[src/rtl/gbn_pkg.sv]
// ----------------------------------------------------------------------------
// gbn_pkg
// Shared types and codes for the go-back-n send window.
// ----------------------------------------------------------------------------
package gbn_pkg;

	localparam logic [1:0] CMD_SEND    = 2'd0;
	localparam logic [1:0] CMD_ACK     = 2'd1;
	localparam logic [1:0] CMD_TIMEOUT = 2'd2;
	localparam logic [1:0] CMD_RSVD    = 2'd3;

	localparam logic [2:0] KIND_NEW     = 3'd0;
	localparam logic [2:0] KIND_RETX    = 3'd1;
	localparam logic [2:0] KIND_REFUSED = 3'd2;
	localparam logic [2:0] KIND_ACK_ADV = 3'd3;
	localparam logic [2:0] KIND_ACK_IGN = 3'd4;
	localparam logic [2:0] KIND_EMPTY   = 3'd5;

	localparam int LEN_W = 11;
	localparam int SEQ_W = 32;

	typedef struct packed {
		logic [LEN_W-1:0] len;
		logic [31:0]      ptr;
	} slot_t;

	typedef struct packed {
		logic [SEQ_W-1:0] a;
		logic [SEQ_W-1:0] b;
		logic             invert_b;
		logic             carry_in;
	} alu_req_t;

endpackage

[src/rtl/gbn_if.sv]
// ----------------------------------------------------------------------------
// gbn_cmd_if / gbn_res_if
// Valid/ready channels for command requests and window results.
// ----------------------------------------------------------------------------
interface gbn_cmd_if;
	logic        valid;
	logic        ready;
	logic [1:0]  command;
	logic [10:0] chunk_length;
	logic [31:0] chunk_ref;
	logic [31:0] ack_number;

	modport source (output valid, command, chunk_length, chunk_ref, ack_number,
		input ready);
	modport sink (input valid, command, chunk_length, chunk_ref, ack_number,
		output ready);
endinterface

interface gbn_res_if;
	logic        valid;
	logic        ready;
	logic [2:0]  result_kind;
	logic [31:0] seq_number;
	logic [10:0] packet_length;
	logic [31:0] packet_ref;
	logic [3:0]  outstanding;
	logic        last;

	modport source (output valid, result_kind, seq_number, packet_length, packet_ref,
		outstanding, last, input ready);
	modport sink (input valid, result_kind, seq_number, packet_length, packet_ref,
		outstanding, last, output ready);
endinterface

[src/rtl/gbn_alu.sv]
// ----------------------------------------------------------------------------
// gbn_alu
// Shared 32-bit adder/subtractor for sequence number arithmetic.
// ----------------------------------------------------------------------------
module gbn_alu (
	input  gbn_pkg::alu_req_t           req,
	output logic [gbn_pkg::SEQ_W-1:0]   y
);

	logic [gbn_pkg::SEQ_W-1:0] b_eff;

	assign b_eff = req.invert_b ? ~req.b : req.b;
	assign y     = req.a + b_eff + gbn_pkg::SEQ_W'(req.carry_in);

endmodule

[src/rtl/gbn_slot_mem.sv]
// ----------------------------------------------------------------------------
// gbn_slot_mem
// Ring storage for held packets, one write and one registered read port.
// ----------------------------------------------------------------------------
module gbn_slot_mem #(
	parameter int DEPTH = 8,
	parameter int IW    = 3
) (
	input  logic            clk,
	input  logic            wr_en,
	input  logic [IW-1:0]   wr_addr,
	input  gbn_pkg::slot_t  wr_data,
	input  logic            rd_en,
	input  logic [IW-1:0]   rd_addr,
	output gbn_pkg::slot_t  rd_data
);

	gbn_pkg::slot_t mem_q [DEPTH];
	gbn_pkg::slot_t rd_q;

	always_ff @(posedge clk) begin
		if (wr_en) begin
			mem_q[wr_addr] <= wr_data;
		end
		if (rd_en) begin
			rd_q <= mem_q[rd_addr];
		end
	end

	assign rd_data = rd_q;

endmodule

[src/rtl/go_back_n_send_window_top.sv]
// ----------------------------------------------------------------------------
// go_back_n_send_window_top
// Go-back-n sender window: send, cumulative ack and timeout retransmit.
// ----------------------------------------------------------------------------
// Send: the result is registered in S_SEND once the output is free; ack runs
// S_ACK_DIST (distance), then S_ACK_APPLY (apply), both on the shared adder.
// Timeout: slot read, then emit, per held packet; an empty window emits from read.
// One request at a time; ready returns as the last result is registered, and a
// stalled result holds the sequencer.
// Reset clears the window and loads first_sequence = 1; slots need no clearing.
module go_back_n_send_window_top #(
	parameter int WINDOW_SLOTS = 8,
	parameter int MAX_CHUNK    = 1024
) (
	input  logic          clk,
	input  logic          arst_n,
	input  logic          cfg_we,
	input  logic [31:0]   cfg_wdata,
	gbn_cmd_if.sink       cmd_ch,
	gbn_res_if.source     res_ch
);

	localparam int IW = (WINDOW_SLOTS > 1) ? $clog2(WINDOW_SLOTS) : 1;
	localparam int CW = $clog2(WINDOW_SLOTS + 1);
	localparam int SW = CW + 1;
	localparam logic [SW-1:0] SlotsW   = SW'(WINDOW_SLOTS);
	localparam logic [CW-1:0] FullCnt  = CW'(WINDOW_SLOTS);
	localparam logic [IW-1:0] LastIdx  = IW'(WINDOW_SLOTS - 1);
	localparam logic [16:0]   MaxChunk = 17'(MAX_CHUNK);

	typedef enum logic [2:0] {
		S_IDLE,
		S_SEND,
		S_ACK_DIST,
		S_ACK_APPLY,
		S_TO_RD,
		S_TO_EMIT
	} state_t;

	function automatic logic [IW-1:0] wrap_idx(input logic [SW-1:0] s);
		logic [SW-1:0] t;
		t = (s >= SlotsW) ? s - SlotsW : s;
		return t[IW-1:0];
	endfunction

	function automatic logic [3:0] cnt4(input logic [CW-1:0] c);
		logic [CW+3:0] t;
		t = (CW + 4)'(c);
		return t[3:0];
	endfunction

	state_t           state_q;
	logic [31:0]      base_q;
	logic [31:0]      next_q;
	logic [CW-1:0]    held_q;
	logic [IW-1:0]    head_q;
	logic [10:0]      len_q;
	logic [31:0]      ref_q;
	logic [31:0]      ack_q;
	logic [31:0]      dist_q;
	logic [31:0]      seq_q;
	logic [CW-1:0]    walk_q;
	logic [IW-1:0]    rd_idx_q;

	logic             res_valid_q;
	logic [2:0]       res_kind_q;
	logic [31:0]      res_seq_q;
	logic [10:0]      res_len_q;
	logic [31:0]      res_ref_q;
	logic [3:0]       res_out_q;
	logic             res_last_q;

	gbn_pkg::alu_req_t alu_req;
	logic [31:0]      alu_y;
	gbn_pkg::slot_t   wr_slot;
	gbn_pkg::slot_t   rd_slot;
	logic             mem_we;
	logic             mem_re;

	logic             accept;
	logic             out_free;
	logic             full;
	logic             ack_ok;
	logic             walk_last;
	logic [CW-1:0]    dist1;
	logic [IW-1:0]    send_pos;
	logic [IW-1:0]    ack_head;
	logic [10:0]      len_clip;

	assign cmd_ch.ready = (state_q == S_IDLE);
	assign accept       = cmd_ch.valid && cmd_ch.ready;
	assign out_free     = !res_valid_q || res_ch.ready;
	assign full         = (held_q >= FullCnt);
	assign ack_ok       = (held_q != '0) && (dist_q < 32'(held_q));
	assign dist1        = dist_q[CW-1:0] + CW'(1);
	assign send_pos     = wrap_idx(SW'(head_q) + SW'(held_q));
	assign ack_head     = wrap_idx(SW'(head_q) + SW'(dist1));
	assign walk_last    = ((SW'(walk_q) + SW'(1)) == SW'(held_q));
	assign len_clip     = (17'(cmd_ch.chunk_length) > MaxChunk) ? MaxChunk[10:0]
		: cmd_ch.chunk_length;

	always_comb begin
		alu_req = '0;
		unique case (state_q)
			S_SEND: begin
				alu_req.a        = next_q;
				alu_req.carry_in = 1'b1;
			end
			S_ACK_DIST: begin
				alu_req.a        = ack_q;
				alu_req.b        = base_q;
				alu_req.invert_b = 1'b1;
				alu_req.carry_in = 1'b1;
			end
			S_ACK_APPLY: begin
				alu_req.a        = base_q;
				alu_req.b        = dist_q;
				alu_req.carry_in = 1'b1;
			end
			S_TO_RD: begin
				alu_req.a = base_q;
				alu_req.b = 32'(walk_q);
			end
			default: begin
				alu_req = '0;
			end
		endcase
	end

	gbn_alu u_alu (
		.req (alu_req),
		.y   (alu_y)
	);

	assign mem_we      = (state_q == S_SEND) && out_free && !full;
	assign mem_re      = (state_q == S_TO_RD) && (held_q != '0);
	assign wr_slot.len = len_q;
	assign wr_slot.ptr = ref_q;

	gbn_slot_mem #(
		.DEPTH (WINDOW_SLOTS),
		.IW    (IW)
	) u_slots (
		.clk     (clk),
		.wr_en   (mem_we),
		.wr_addr (send_pos),
		.wr_data (wr_slot),
		.rd_en   (mem_re),
		.rd_addr (rd_idx_q),
		.rd_data (rd_slot)
	);

	always_ff @(posedge clk or negedge arst_n) begin
		if (!arst_n) begin
			state_q     <= S_IDLE;
			res_valid_q <= 1'b0;
			base_q      <= 32'd1;
			next_q      <= 32'd1;
			held_q      <= '0;
			head_q      <= '0;
		end else begin
			if (res_valid_q && res_ch.ready) begin
				res_valid_q <= 1'b0;
			end
			if (cfg_we) begin
				base_q  <= cfg_wdata;
				next_q  <= cfg_wdata;
				held_q  <= '0;
				head_q  <= '0;
			end
			unique case (state_q)
				S_IDLE: begin
					if (accept) begin
						len_q    <= len_clip;
						ref_q    <= cmd_ch.chunk_ref;
						ack_q    <= cmd_ch.ack_number;
						walk_q   <= '0;
						rd_idx_q <= head_q;
						unique case (cmd_ch.command)
							gbn_pkg::CMD_SEND:    state_q <= S_SEND;
							gbn_pkg::CMD_ACK:     state_q <= S_ACK_DIST;
							gbn_pkg::CMD_TIMEOUT: state_q <= S_TO_RD;
							default:              state_q <= S_IDLE;
						endcase
					end
				end
				S_SEND: begin
					if (out_free) begin
						res_valid_q <= 1'b1;
						res_seq_q   <= next_q;
						res_last_q  <= 1'b1;
						if (full) begin
							res_kind_q <= gbn_pkg::KIND_REFUSED;
							res_len_q  <= '0;
							res_ref_q  <= '0;
							res_out_q  <= cnt4(held_q);
						end else begin
							res_kind_q <= gbn_pkg::KIND_NEW;
							res_len_q  <= len_q;
							res_ref_q  <= ref_q;
							res_out_q  <= cnt4(held_q + CW'(1));
							next_q     <= alu_y;
							held_q     <= held_q + CW'(1);
						end
						state_q <= S_IDLE;
					end
				end
				S_ACK_DIST: begin
					dist_q  <= alu_y;
					state_q <= S_ACK_APPLY;
				end
				S_ACK_APPLY: begin
					if (out_free) begin
						res_valid_q <= 1'b1;
						res_len_q   <= '0;
						res_ref_q   <= '0;
						res_last_q  <= 1'b1;
						if (ack_ok) begin
							res_kind_q <= gbn_pkg::KIND_ACK_ADV;
							res_seq_q  <= alu_y;
							res_out_q  <= cnt4(held_q - dist1);
							base_q     <= alu_y;
							head_q     <= ack_head;
							held_q     <= held_q - dist1;
						end else begin
							res_kind_q <= gbn_pkg::KIND_ACK_IGN;
							res_seq_q  <= base_q;
							res_out_q  <= cnt4(held_q);
						end
						state_q <= S_IDLE;
					end
				end
				S_TO_RD: begin
					if (held_q == '0) begin
						if (out_free) begin
							res_valid_q <= 1'b1;
							res_kind_q  <= gbn_pkg::KIND_EMPTY;
							res_seq_q   <= base_q;
							res_len_q   <= '0;
							res_ref_q   <= '0;
							res_out_q   <= '0;
							res_last_q  <= 1'b1;
							state_q     <= S_IDLE;
						end
					end else begin
						seq_q   <= alu_y;
						state_q <= S_TO_EMIT;
					end
				end
				S_TO_EMIT: begin
					if (out_free) begin
						res_valid_q <= 1'b1;
						res_kind_q  <= gbn_pkg::KIND_RETX;
						res_seq_q   <= seq_q;
						res_len_q   <= rd_slot.len;
						res_ref_q   <= rd_slot.ptr;
						res_out_q   <= cnt4(held_q);
						res_last_q  <= walk_last;
						walk_q      <= walk_q + CW'(1);
						rd_idx_q    <= (rd_idx_q == LastIdx) ? '0 : rd_idx_q + IW'(1);
						state_q     <= walk_last ? S_IDLE : S_TO_RD;
					end
				end
				default: begin
					state_q <= S_IDLE;
				end
			endcase
		end
	end

	assign res_ch.valid         = res_valid_q;
	assign res_ch.result_kind   = res_kind_q;
	assign res_ch.seq_number    = res_seq_q;
	assign res_ch.packet_length = res_len_q;
	assign res_ch.packet_ref    = res_ref_q;
	assign res_ch.outstanding   = res_out_q;
	assign res_ch.last          = res_last_q;

endmodule

[src/flat_wrapper.sv]
// flat-port wrapper written by rule: the top's interface ports become plain ports
module go_back_n_send_window_top_flat 
#(
	parameter int WINDOW_SLOTS = 8,
	parameter int MAX_CHUNK    = 1024
)
  (clk, arst_n, cfg_we, cfg_wdata, cmd_ch_valid, cmd_ch_command, cmd_ch_chunk_length, cmd_ch_chunk_ref, cmd_ch_ack_number, cmd_ch_ready, res_ch_valid, res_ch_result_kind, res_ch_seq_number, res_ch_packet_length, res_ch_packet_ref, res_ch_outstanding, res_ch_last, res_ch_ready);
  gbn_cmd_if cmd_ch_i ();
  gbn_res_if res_ch_i ();
  input  logic clk;
  input  logic arst_n;
  input  logic cfg_we;
  input  logic [31:0] cfg_wdata;
  input wire logic [$bits(cmd_ch_i.valid)-1:0] cmd_ch_valid;
  input wire logic [$bits(cmd_ch_i.command)-1:0] cmd_ch_command;
  input wire logic [$bits(cmd_ch_i.chunk_length)-1:0] cmd_ch_chunk_length;
  input wire logic [$bits(cmd_ch_i.chunk_ref)-1:0] cmd_ch_chunk_ref;
  input wire logic [$bits(cmd_ch_i.ack_number)-1:0] cmd_ch_ack_number;
  output wire logic [$bits(cmd_ch_i.ready)-1:0] cmd_ch_ready;
  output wire logic [$bits(res_ch_i.valid)-1:0] res_ch_valid;
  output wire logic [$bits(res_ch_i.result_kind)-1:0] res_ch_result_kind;
  output wire logic [$bits(res_ch_i.seq_number)-1:0] res_ch_seq_number;
  output wire logic [$bits(res_ch_i.packet_length)-1:0] res_ch_packet_length;
  output wire logic [$bits(res_ch_i.packet_ref)-1:0] res_ch_packet_ref;
  output wire logic [$bits(res_ch_i.outstanding)-1:0] res_ch_outstanding;
  output wire logic [$bits(res_ch_i.last)-1:0] res_ch_last;
  input wire logic [$bits(res_ch_i.ready)-1:0] res_ch_ready;
  assign cmd_ch_i.valid = cmd_ch_valid;
  assign cmd_ch_i.command = cmd_ch_command;
  assign cmd_ch_i.chunk_length = cmd_ch_chunk_length;
  assign cmd_ch_i.chunk_ref = cmd_ch_chunk_ref;
  assign cmd_ch_i.ack_number = cmd_ch_ack_number;
  assign cmd_ch_ready = cmd_ch_i.ready;
  assign res_ch_valid = res_ch_i.valid;
  assign res_ch_result_kind = res_ch_i.result_kind;
  assign res_ch_seq_number = res_ch_i.seq_number;
  assign res_ch_packet_length = res_ch_i.packet_length;
  assign res_ch_packet_ref = res_ch_i.packet_ref;
  assign res_ch_outstanding = res_ch_i.outstanding;
  assign res_ch_last = res_ch_i.last;
  assign res_ch_i.ready = res_ch_ready;
  go_back_n_send_window_top #(.WINDOW_SLOTS(WINDOW_SLOTS), .MAX_CHUNK(MAX_CHUNK)) u_core (.clk(clk), .arst_n(arst_n), .cfg_we(cfg_we), .cfg_wdata(cfg_wdata), .cmd_ch(cmd_ch_i), .res_ch(res_ch_i));
endmodule
[config.mk]
export PLATFORM = sky130hd
export DESIGN_NAME = go_back_n_send_window_top_flat
export DESIGN_NICKNAME = d
export VERILOG_FILES = /design/src/rtl/gbn_pkg.sv /design/src/rtl/gbn_if.sv /design/src/rtl/gbn_alu.sv /design/src/rtl/gbn_slot_mem.sv /design/src/rtl/go_back_n_send_window_top.sv /design/src/flat_wrapper.sv
export SDC_FILE = /design/constraint.sdc
export NUM_CORES = 1
export LEC_CHECK = 0
export BUFFER_PORTS_ARGS = -buffer_cell sky130_fd_sc_hd__clkbuf_2
export CELL_PAD_IN_SITES_DETAIL_PLACEMENT = 0
export CELL_PAD_IN_SITES_GLOBAL_PLACEMENT = 1
export CORE_MARGIN = 2
export CORE_UTILIZATION = 51
export CTS_BUF_LIST = sky130_fd_sc_hd__clkbuf_8 sky130_fd_sc_hd__clkbuf_16
export DETAILED_ROUTE_END_ITERATION = 10
export PLACE_DENSITY_LB_ADDON = 0.2
export SLEW_MARGIN = 20
export SYNTH_ARGS = -nofsm -noshare
export SYNTH_HDL_FRONTEND = slang
export SYNTH_SLANG_ARGS = --single-unit
[constraint.sdc]
create_clock -name clk -period 8.6 [get_ports clk]
set_input_delay 1.72 -clock clk [delete_from_list [all_inputs] [get_ports clk]]
set_output_delay 1.72 -clock clk [all_outputs]
set_load 0.05 [all_outputs]
==> impl_metrics.ini <==
[clock_network]
post_cts_buffers = 0
htree_num_levels = 3
ctsResizeCount = 0
cts.path.max_buffers = 3
clk_pin_slew_worst_paths_ps = 60
postCtsHoldBufs = 0
numCtsBuffers = 73
clock_latency_ps = 620
numClockSinks = 691
cts_tree = built
clock-root-buffer = clkbuf_16

[timing]
relSlewSlack = 0.329
rsz0062_at_grt = false
drv_slew = 0
hold_violations = 0
period_share = 0.628
finalClockSkew_ps = 21.2
setup_viol = 0
fmax_ghz = 0.185
fin_tns_setup_ps = 0
tightest_slew_ps = 1010
layout_min_cycle_time_ps = 5400

[synthesis]
synth_ff_type = edfxtp_1
yosysTopAreaCell = edfxtp_1
ys_seq_area_frac = 0.687
netlist_top_cells_count = edfxtp_1 (616), nand2_1 (170), o21ai_0 (122)
synth_compound_area_frac = 0.0963
synth-xor-area-share = 0.0132
synth_fa_ha_area_frac = 0.0224
synth_seq_cells = 691
ys_warn_count = 0
synth_top_area_share = 0.624
yosysUniqueCellTypes = 84
synth_edf_count = 616
synth_top_family_by_area = multiplexers
ys_async_sr_fraction = 0.109
synth_area_per_cell_um2 = 15.2
synth_area_um2 = 29700
muxShareOfSynthArea = 0.101
yosysMostFrequentCell = edfxtp_1
syn_nets = 2115
synth-simple-area-share = 0.0592
postSynthCellCount = 1951
yosys-top-cells-area = edfxtp_1 (62%), mux4_2 (6.5%), dfrtp_1 (6.2%), nand2_1 (2.2%), o21ai_0 (2.1%)

[floorplanning]
die_w_um = 245
die_h_um = 245
die_area_um2 = 60100
core_um2 = 57600
fp-row-count = 88
initial_utilization = 0.515
ios = 199

[routing]
drt_wl_total_mm = 73.8
ant_nets = 0
drc_errors = 0
drt_iter0_drc = 1596
avgViaCountPerCell = 6.04
vias = 18000
dr.pass1.iters = 5
wl_per_cell_um = 24.8

[place]
portBuffers = 198
place_congestion = 0.893
placed_area_um2 = 31600
placed_cells = 2840
hpwl_mm = 43.2

[global_route]
grt_pass1_wl_mm = 112
overflow = 0
grtUsageTotal = 0.249
antenna_found_initial = 1
grt_pass1_vias = 18300
grt_start_max_net_pins = 66

[hold_path]
hold_class = register to register

[run]
drv_cap = 0

[setup_path]
cp-end-kind = register
cp.required_ps = 8940
startpoint_type = register
r2r_slack_ps = 3200
worstPathArrival_ps = 5750
crit_fanout = 32
critical_path_class = register to register

[power]
leakage_nw = 12.3
p_per_area_nw_per_um2 = 325
finalPower_mw = 11.0
ir_worst_vdd_v = 0.000225

[cells_and_area]
area.growth.synth_to_final_pct = 14.1
drive_gt1_frac = 0.236
diodes = 0
nNetsFinal = 2314
fin_area_um2 = 33800
n_fill_cell = 4477
stdcell_count = 2971

[run_status]
outcome = completed
## logic make-up after synthesis
family / Yosys count
compound gates: 435
xor+xnor: 43
fa+ha+maj: 50
buf+inv: 154
mux: 185
flops: 691
simple gates: 393
## layout by cell type, fill, tap and decap left out, types with 5 or more instances in the layout
cell type  instances
a22oi_1           41
mux2i_1           54
a21oi_1          108
nor2b_1           18
nor3_2             9
o21ai_0          122
nand4_1            9
nand2_1          169
and3_1             8
clkbuf_2         196
nor4_1             7
a22o_1            48
xnor2_1           28
mux4_2            86
dfrtp_1           73
clkinv_1          11
inv_1             59
edfxtp_1         616
nor2_1           105
o211ai_1           6
a31oi_1            8
nand3_1           14
fa_1               5
xor2_1            13
nor3_1            11
ha_1              45
bufinv_16          6
nand2b_1          11
clkbuf_16         73
buf_4             44
o22ai_1            8
a21o_1             8
mux2_2            45
a221oi_1          30
clkinv_2           9
o21a_1             6
## sequential cells by signal (all words and copies together) (netlist names), 4 cells and up
signal and count:
u_core.u_slots.mem_q 344, u_core.u_slots.rd_data 43, u_core.ack_q 32, u_core.base_q 32, u_core.dist_q 32, u_core.next_q 32
u_core.ref_q 32, u_core.res_ch.packet_ref 32, u_core.res_ch.seq_number 32, u_core.seq_q 32, u_core.len_q 11, u_core.res_ch.packet_length 11
u_core.held_q 4, u_core.res_ch.outstanding 4, u_core.walk_q 4
## where the power goes
part           leakage, nW  total, mW  internal, mW  switching, mW
Sequential            6.50       4.69          4.38          0.305
Clock                 1.21       3.02          1.74           1.28
Combinational         4.60       3.29          1.04           2.25
## final timing paths
kind	from	to	cells past startpoint
max	u_core.state_q[0]$_DFFE_PN0P_	u_core.res_ch.seq_number[30]$_DFFE_PP_	16
max reg2reg	u_core.state_q[0]$_DFFE_PN0P_	u_core.res_ch.seq_number[30]$_DFFE_PP_	16
min reg2reg	u_core.u_slots.rd_data[21]$_DFFE_PP_	u_core.res_ch.packet_ref[21]$_DFFE_PP_	1
min	u_core.u_slots.rd_data[21]$_DFFE_PP_	u_core.res_ch.packet_ref[21]$_DFFE_PP_	1
min in group asynchronous	arst_n	u_core.next_q[21]$_DFF_PN0_	1
max in group asynchronous	arst_n	u_core.base_q[5]$_DFF_PN0_	2
## critical path, stage by stage, from the launching register on
cell and delay (ps):
dfrtp_1 1000, nor2_1 260, nand2_1 360, nand2_1 90
buf_4 270, nand2_1 100, o21ai_0 110, fa_1 470
fa_1 490, a21oi_1 240, o211ai_2 190, a221oi_2 550
o21ai_2 200, a31oi_1 250, a211o_2 190, xor2_2 210
o22ai_1 120
## layout make-up
cell class	instances	area (um2)	share of cell area
clock buffers	73	1830	0.0540
clock inverters	58	460	0.0136
inverters	37	141	0.00418
multi-input cells	1106	8750	0.259
flip-flops and latches	691	20400	0.602
well taps	765	957	0.0283
repair buffers	241	1330	0.0392
## routing by layer
metal,part of all wire,global-route usage,up-vias
met5,0,0,-
met4,0.026,0.0823,0
met3,0.064,0.0409,129
met2,0.47,0.385,666
met1,0.44,0.361,9175
li1,-,-,7984
## metrics by stage
stage / util / hold slack [ps] / worst slack, ps
2_1_floorplan: - / 496 / 1420
3_5_place_dp: 0.548 / 528 / 3320
6_report: 0.588 / 538 / 3200
5_1_grt: 0.588 / 561 / 2820
4_1_cts: 0.588 / 537 / 3300
3_3_place_gp: 0.548 / 525 / 3430
No activity file was read; power rests on OpenSTA's default activity.
